[src/sv/dqe_pkg.sv]
`default_nettype none
package dqe_pkg;

  localparam int DEPTH_DEF      = 16;
  localparam int DATA_WIDTH_DEF = 32;

  localparam int VALUE_W  = 32;
  localparam int STATUS_W = 2;
  localparam int FILL_W   = 5;
  localparam int KIND_W   = 2;

  typedef enum logic [KIND_W-1:0] {
    KIND_PUSH_FRONT = 2'd0,
    KIND_PUSH_BACK  = 2'd1,
    KIND_POP_FRONT  = 2'd2,
    KIND_POP_BACK   = 2'd3
  } kind_t;

  typedef enum logic [STATUS_W-1:0] {
    ST_DONE  = 2'd0,
    ST_EMPTY = 2'd1,
    ST_FULL  = 2'd2
  } status_t;

  // one-hot at most; all zero when nothing moves this cycle
  typedef struct packed {
    logic push_front;
    logic push_back;
    logic pop_front;
    logic pop_back;
  } cell_ctl_t;

endpackage
`default_nettype wire

[src/sv/double_ended_queue.sv]
// An accepted operation's result reaches the out_ port in the next cycle.
// Throughput: one operation per cycle while out_ready is high or no result
// is pending; push_front and pop_front shift the whole chain at once.
// Reset (rst_n, synchronous, active low) empties the queue and drops any
// pending result; stored words are not cleared.
`default_nettype none
module double_ended_queue #(
  parameter int DEPTH      = dqe_pkg::DEPTH_DEF,
  parameter int DATA_WIDTH = dqe_pkg::DATA_WIDTH_DEF
) (
  input  wire logic                                clk,
  input  wire logic                                rst_n,
  input  wire logic                                in_valid,
  output logic                                     in_ready,
  input  wire logic        [dqe_pkg::KIND_W-1:0]   in_kind,
  input  wire logic signed [dqe_pkg::VALUE_W-1:0]  in_value,
  output logic                                     out_valid,
  input  wire logic                                out_ready,
  output logic signed      [dqe_pkg::VALUE_W-1:0]  out_popped_value,
  output logic             [dqe_pkg::STATUS_W-1:0] out_status,
  output logic             [dqe_pkg::FILL_W-1:0]   out_fill_count
);

  localparam int CNT_W = $clog2(DEPTH + 1);

  logic [DATA_WIDTH-1:0] cell_data [DEPTH];
  logic [DATA_WIDTH-1:0] cell_tail [DEPTH];
  logic [DEPTH-1:0]      cell_valid;
  logic [DATA_WIDTH-1:0] word;
  logic [DATA_WIDTH-1:0] back_word;
  logic [DATA_WIDTH-1:0] pop_word;

  dqe_pkg::cell_ctl_t ctl;
  dqe_pkg::status_t   status;
  logic               accept;
  logic               full;
  logic               empty;

  logic [CNT_W-1:0]                cnt_r, cnt_nxt;
  logic                            out_valid_r, out_valid_nxt;
  logic [dqe_pkg::VALUE_W-1:0]     pop_r, pop_nxt;
  logic [dqe_pkg::STATUS_W-1:0]    status_r;
  logic [dqe_pkg::FILL_W-1:0]      fill_r;

  assign in_ready = out_ready || !out_valid_r;
  assign accept   = in_valid && in_ready;
  assign full     = cell_valid[DEPTH-1];
  assign empty    = !cell_valid[0];
  assign word     = DATA_WIDTH'(in_value);

  always_comb begin
    back_word = '0;
    for (int i = 0; i < DEPTH; i++) begin
      back_word = back_word | cell_tail[i];
    end
  end

  always_comb begin
    ctl      = '0;
    status   = dqe_pkg::ST_DONE;
    cnt_nxt  = cnt_r;
    pop_word = '0;
    case (in_kind)
      dqe_pkg::KIND_PUSH_FRONT,
      dqe_pkg::KIND_PUSH_BACK: begin
        if (full) begin
          status = dqe_pkg::ST_FULL;
        end else begin
          ctl.push_front = accept && (in_kind == dqe_pkg::KIND_PUSH_FRONT);
          ctl.push_back  = accept && (in_kind == dqe_pkg::KIND_PUSH_BACK);
          cnt_nxt        = cnt_r + CNT_W'(1);
        end
      end
      dqe_pkg::KIND_POP_FRONT,
      dqe_pkg::KIND_POP_BACK: begin
        if (empty) begin
          status = dqe_pkg::ST_EMPTY;
        end else begin
          ctl.pop_front = accept && (in_kind == dqe_pkg::KIND_POP_FRONT);
          ctl.pop_back  = accept && (in_kind == dqe_pkg::KIND_POP_BACK);
          cnt_nxt       = cnt_r - CNT_W'(1);
          pop_word      = (in_kind == dqe_pkg::KIND_POP_FRONT) ? cell_data[0] : back_word;
        end
      end
      default: begin
        status = dqe_pkg::ST_DONE;
      end
    endcase
    pop_nxt = dqe_pkg::VALUE_W'($signed(pop_word));
  end

  for (genvar g = 0; g < DEPTH; g++) begin : g_cell
    logic [DATA_WIDTH-1:0] l_data, r_data;
    logic                  l_valid, r_valid;
    if (g == 0) begin : g_head
      assign l_data  = word;
      assign l_valid = 1'b1;
    end else begin : g_mid_l
      assign l_data  = cell_data[g-1];
      assign l_valid = cell_valid[g-1];
    end
    if (g == DEPTH - 1) begin : g_end
      assign r_data  = '0;
      assign r_valid = 1'b0;
    end else begin : g_mid_r
      assign r_data  = cell_data[g+1];
      assign r_valid = cell_valid[g+1];
    end
    dqe_cell #(
      .DATA_WIDTH(DATA_WIDTH)
    ) u_cell (
      .clk        (clk),
      .rst_n      (rst_n),
      .ctl        (ctl),
      .word_in    (word),
      .left_data  (l_data),
      .left_valid (l_valid),
      .right_data (r_data),
      .right_valid(r_valid),
      .data       (cell_data[g]),
      .valid      (cell_valid[g]),
      .tail_data  (cell_tail[g])
    );
  end

  always_comb begin
    out_valid_nxt = out_valid_r;
    if (accept) begin
      out_valid_nxt = 1'b1;
    end else if (out_ready) begin
      out_valid_nxt = 1'b0;
    end
  end

  always_ff @(posedge clk) begin
    if (!rst_n) begin
      cnt_r       <= '0;
      out_valid_r <= 1'b0;
    end else begin
      out_valid_r <= out_valid_nxt;
      if (accept) begin
        cnt_r <= cnt_nxt;
      end
    end
    if (accept) begin
      pop_r    <= pop_nxt;
      status_r <= status;
      fill_r   <= dqe_pkg::FILL_W'(cnt_nxt);
    end
  end

  assign out_valid        = out_valid_r;
  assign out_popped_value = pop_r;
  assign out_status       = status_r;
  assign out_fill_count   = fill_r;

endmodule
`default_nettype wire

[src/sv/dqe_cell.sv]
`default_nettype none
module dqe_cell #(
  parameter int DATA_WIDTH = dqe_pkg::DATA_WIDTH_DEF
) (
  input  wire logic                  clk,
  input  wire logic                  rst_n,
  input  wire dqe_pkg::cell_ctl_t    ctl,
  input  wire logic [DATA_WIDTH-1:0] word_in,
  input  wire logic [DATA_WIDTH-1:0] left_data,
  input  wire logic                  left_valid,
  input  wire logic [DATA_WIDTH-1:0] right_data,
  input  wire logic                  right_valid,
  output logic      [DATA_WIDTH-1:0] data,
  output logic                       valid,
  output logic      [DATA_WIDTH-1:0] tail_data
);

  logic [DATA_WIDTH-1:0] data_r, data_nxt;
  logic                  valid_r, valid_nxt;
  logic                  is_tail;

  assign is_tail = valid_r && !right_valid;

  always_comb begin
    data_nxt  = data_r;
    valid_nxt = valid_r;
    if (ctl.push_front) begin
      data_nxt  = left_data;
      valid_nxt = left_valid;
    end else if (ctl.push_back) begin
      // first empty cell takes the word
      if (!valid_r && left_valid) begin
        data_nxt  = word_in;
        valid_nxt = 1'b1;
      end
    end else if (ctl.pop_front) begin
      data_nxt  = right_data;
      valid_nxt = right_valid;
    end else if (ctl.pop_back) begin
      if (is_tail) begin
        valid_nxt = 1'b0;
      end
    end
  end

  always_ff @(posedge clk) begin
    data_r <= data_nxt;
    if (!rst_n) begin
      valid_r <= 1'b0;
    end else begin
      valid_r <= valid_nxt;
    end
  end

  assign data      = data_r;
  assign valid     = valid_r;
  assign tail_data = is_tail ? data_r : '0;

endmodule
`default_nettype wire
[config.mk]
export PLATFORM = sky130hd
export DESIGN_NAME = double_ended_queue
export DESIGN_NICKNAME = d
export VERILOG_FILES = /design/src/sv/dqe_pkg.sv /design/src/sv/double_ended_queue.sv /design/src/sv/dqe_cell.sv
export SDC_FILE = /design/constraint.sdc
export NUM_CORES = 1
export LEC_CHECK = 0
export ABC_AREA = 1
export BUFFER_PORTS_ARGS = -buffer_cell sky130_fd_sc_hd__buf_2
export CAP_MARGIN = 0
export CELL_PAD_IN_SITES_DETAIL_PLACEMENT = 0
export CELL_PAD_IN_SITES_GLOBAL_PLACEMENT = 2
export CORE_ASPECT_RATIO = 1.5
export CORE_UTILIZATION = 35
export DETAILED_ROUTE_END_ITERATION = 7
export PLACE_DENSITY = 0.66
export RECOVER_POWER = 100
export SLEW_MARGIN = 10
export SYNTH_ARGS = -nofsm -noshare
export SYNTH_HDL_FRONTEND = slang
export SYNTH_SLANG_ARGS = --single-unit
[constraint.sdc]
create_clock -name clk -period 6 [get_ports clk]
set_input_delay 1.2 -clock clk [delete_from_list [all_inputs] [get_ports clk]]
set_output_delay 1.2 -clock clk [all_outputs]
set_load 0.02 [all_outputs]
==> key figures <==
Route
  – DR vias: 23100
  – Post-route DRC violation count: 0
  – Post-route antenna net violation count: 0
  – Avg WL per Cell: 28.3 microns
  – Via density: 5.97
  – DR pass1 iterations: 5
  – Final wirelength: 110000 microns
  – Starting DRT DRC Count: 2174

Finish
  – Nets: 2819
  – Area Growth Syn to Fin: 10.3%
  – Diodes inserted: 0
  – Layout cells sized above 1: 6.90%
  – Final std cells w/o fill: 3866

Placement
  – GP Congestion: 0.790
  – Dpl cells: 3757
  – Port buffer count: 78
  – Detailed placement HPWL: 62600 microns

Power and ir drop
  – Clock network power share: 37.9%
  – Comb pwr share: 13.3%
  – P_int: 0.00707 W
  – Max VDD drop: 0.220 mV
  – Sequential share of power: 48.8%
  – Net Sw Frac: 27.7%
  – PD cells: 309 nW/um^2
  – Switching pwr: 0.00271 W
  – Leakage: 12.4 nW

Synth
  – Sequential share of the synthesized area: 59.3%
  – FF+latch count, synth: 573
  – Post-synth top cells: edfxtp_1 (551), inv_1 (543), o221ai_1 (413)
  – Share of the synthesized area in the top cell type: 57.8%
  – Post-synth cell types: 25
  – Post-Synth Adder-Cell Area: 0.0874%
  – Synth Area in Compound Gates: 21.0%
  – Most numerous cell in the Yosys netlist: edfxtp_1
  – Post-Syn Instances: 2798
  – Number of enable flip-flop cells after synthesis: 551
  – Largest family of logic cells by synthesized area: compound AO/OA/AOI/OAI gates
  – Mux cell area share after synthesis: 0%
  – Ranking of synthesized cells by area: edfxtp_1 (58%), o221ai_1 (13%), inv_1 (7.1%), o22ai_1 (4.9%), nand2_1 (4.2%)
  – Post-Syn Area: 28600 sq um
  – Syn_area_per_cell: 10.2 sq um
  – Synth Flop Type: edfxtp_1
  – Synth async-reset ratio: 0%
  – Ys Warns: 0
  – Synth Net Count: 2838
  – Synth area leader: edfxtp_1
  – Simple-gate share of the synthesized area: 8.92%
  – Xor/xnor share of the synthesized area: 0.0612%

Die
  – Die area: 83000 sq um
  – Die Y: 352 microns
  – CORE AREA: 81000 sq um
  – Initial Util: 35.3%
  – FP Rows: 128
  – Die Wd: 236 microns
  – Io pins: 79

Timing
  – Tmin final: 4800 ps
  – Final Setup Violations: 0
  – Worst Skew: 16.5 ps
  – Final period util: 80.0%
  – F_max: 208 MHz
  – Sum Neg Setup Slack: 0 ps
  – Actual slew at the worst max-slew pin: 1900 ps
  – Max Transition Viols Final: 102
  – RSZ-0062 raised after global routing: no
  – Worst slew margin: -26.7%
  – Final Hold Fails: 0

GRT
  – Met2 usage: 44.4%
  – Grt met1 use: 33.9%
  – Total track usage: 25.9%
  – Antenna violations before repair: 2
  – GR Util met3: 3.59%
  – Largest net degree at the start of global routing: 150
  – Vias in the first global route: 22900
  – Busiest grt layer: met2
  – Total grt overflow: 0
  – First-pass GRT wire length: 159000 microns

Critical path
  – Crit start category: primary input
  – Setup crit end kind: register
  – Crit path required time: 6290 ps
  – Slowest-stage cell, CP: clkbuf_1
  – Crit-path cells: clkbuf_1, nor2_1, nand3_1, inv_8, clkbuf_1, o221ai_1
  – CP Data Arrival Time: 5090 ps
  – Max stage delay on crit path: 1230 ps
  – Worst reg2reg endpoint: g_cell[10].u_cell.data[18]
  – Reg2Reg Launch Point: g_cell[15].u_cell.valid
  – Kind of critical path: primary input to register
  – Setup slack, reg-to-reg: 1230 ps
  – Crit path max fanout: 149
  – Worst path most repeated cell: clkbuf_1
  – Cell depth of the worst flop-to-flop path: 6

CTS
  – CTS Sinks: 573
  – Clock Path Buffers: 3
  – H-tree levels: 2
  – TritonCTS Buffers: 60
  – Root Buffer: clkbuf_16
  – Clk Latency, worst-skew pair: 650 ps
  – Hold buffers post-CTS: 0
  – PostCTS Resize Cnt: 0
  – CTS tree: built
  – Clk slew on worst S/H paths: 60 ps
  – Post CTS Setup Buffer Count: 0

Run status
  – Failing checks: max-capacitance violations, max-slew violations
  – Status: finished, violations left

Min path
  – Min-delay src: g_cell[11].u_cell.valid
  – Hold depth: 2
  – Worst hold endpoint: g_cell[11].u_cell.valid
  – Worst hold path class: register to register

Run
  – Max capacitance violation total: 4
## layout make-up
cell class / instances / area, sq um
repair buffers: 134 / 771
clock inverters: 39 / 290
clock buffers: 70 / 1560
well taps: 1040 / 1300
flip-flops and latches: 573 / 17000
multi-input cells: 1462 / 8630
fillers: 7997 / 49400
inverters: 548 / 2060
## through the flow
step                hold slack, ps  cell area (sq um)  power (W)  utilization, %  setup WS [ps]
finish                         540              31600    0.00978            39.0           1200
CTS                            537              31800    0.00985            39.2           2140
global route                   579              31600     0.0101            39.0           1090
detailed placement             530              29900    0.00616            36.9           1470
global placement               508              29900    0.00614            36.9           1470
floorplan                      474              28600    0.00565               -           2630
## metal layers
metal,wire length [microns],vias up
li1,-,10300
met3,6690,180
met1,45500,11700
met2,54100,946
met5,14,-
met4,3190,2
## cell families after synthesis
logic type	count (synthesis)
and+or+nand+nor	641
adders and majority gates	2
xor gates and xnor gates	2
AOI/OAI and AO/OA	817
DFF	573
buffers and inverters	763
## sequential cells by signal, indices dropped and copies added (netlist names)
register             flops
out_status               2
cnt_r                    5
out_popped_value        32
out_valid                1
g_cell.u_cell.valid     16
g_cell.u_cell.data     512
out_fill_count           5
## worst max path at each step
stage | start | to | slack (ps) | cells past startpoint
CTS | in_kind[0] | g_cell[0].u_cell.data[24] | 2140 | 7
floorplan | out_ready | g_cell[14].u_cell.data[0] | 2630 | 7
global placement | in_kind[0] | g_cell[2].u_cell.data[20] | 1470 | 7
global route | g_cell[15].u_cell.valid | g_cell[3].u_cell.data[24] | 1090 | 7
finish | in_kind[1] | g_cell[10].u_cell.data[18] | 1200 | 6
detailed placement | in_kind[0] | g_cell[0].u_cell.data[20] | 1470 | 7
## power by group through the flow
stage	Combinational [W]	Clock, W	Sequential (W)
2_1_floorplan	0.000792	0	0.00485
3_3_place_gp	0.00129	0	0.00485
3_5_place_dp	0.00130	0	0.00486
4_1_cts	0.00131	0.00377	0.00477
5_1_grt	0.00140	0.00390	0.00480
6_report	0.00130	0.00370	0.00477
## worst max-delay path, delay by kind of cell
kind / cells / cell delay [ps]
buffers and inverters: 3 / 2000
and+or+nand+nor: 2 / 1140
AOI/OAI and AO/OA: 1 / 410
## layout by cell type, fill, tap and decap left out, types with 21 or more instances in the layout
| master | instances |
|---|---|
| nand2_1 | 313 |
| a21oi_1 | 25 |
| o21ai_0 | 114 |
| o221ai_1 | 413 |
| o211ai_1 | 32 |
| dfxtp_1 | 21 |
| buf_4 | 38 |
| clkbuf_16 | 61 |
| nor2_1 | 233 |
| edfxtp_1 | 551 |
| o22ai_1 | 224 |
| inv_1 | 536 |
| clkbuf_1 | 65 |
| nand3_1 | 68 |
| buf_2 | 34 |
Power figures use the tool's default switching activity.
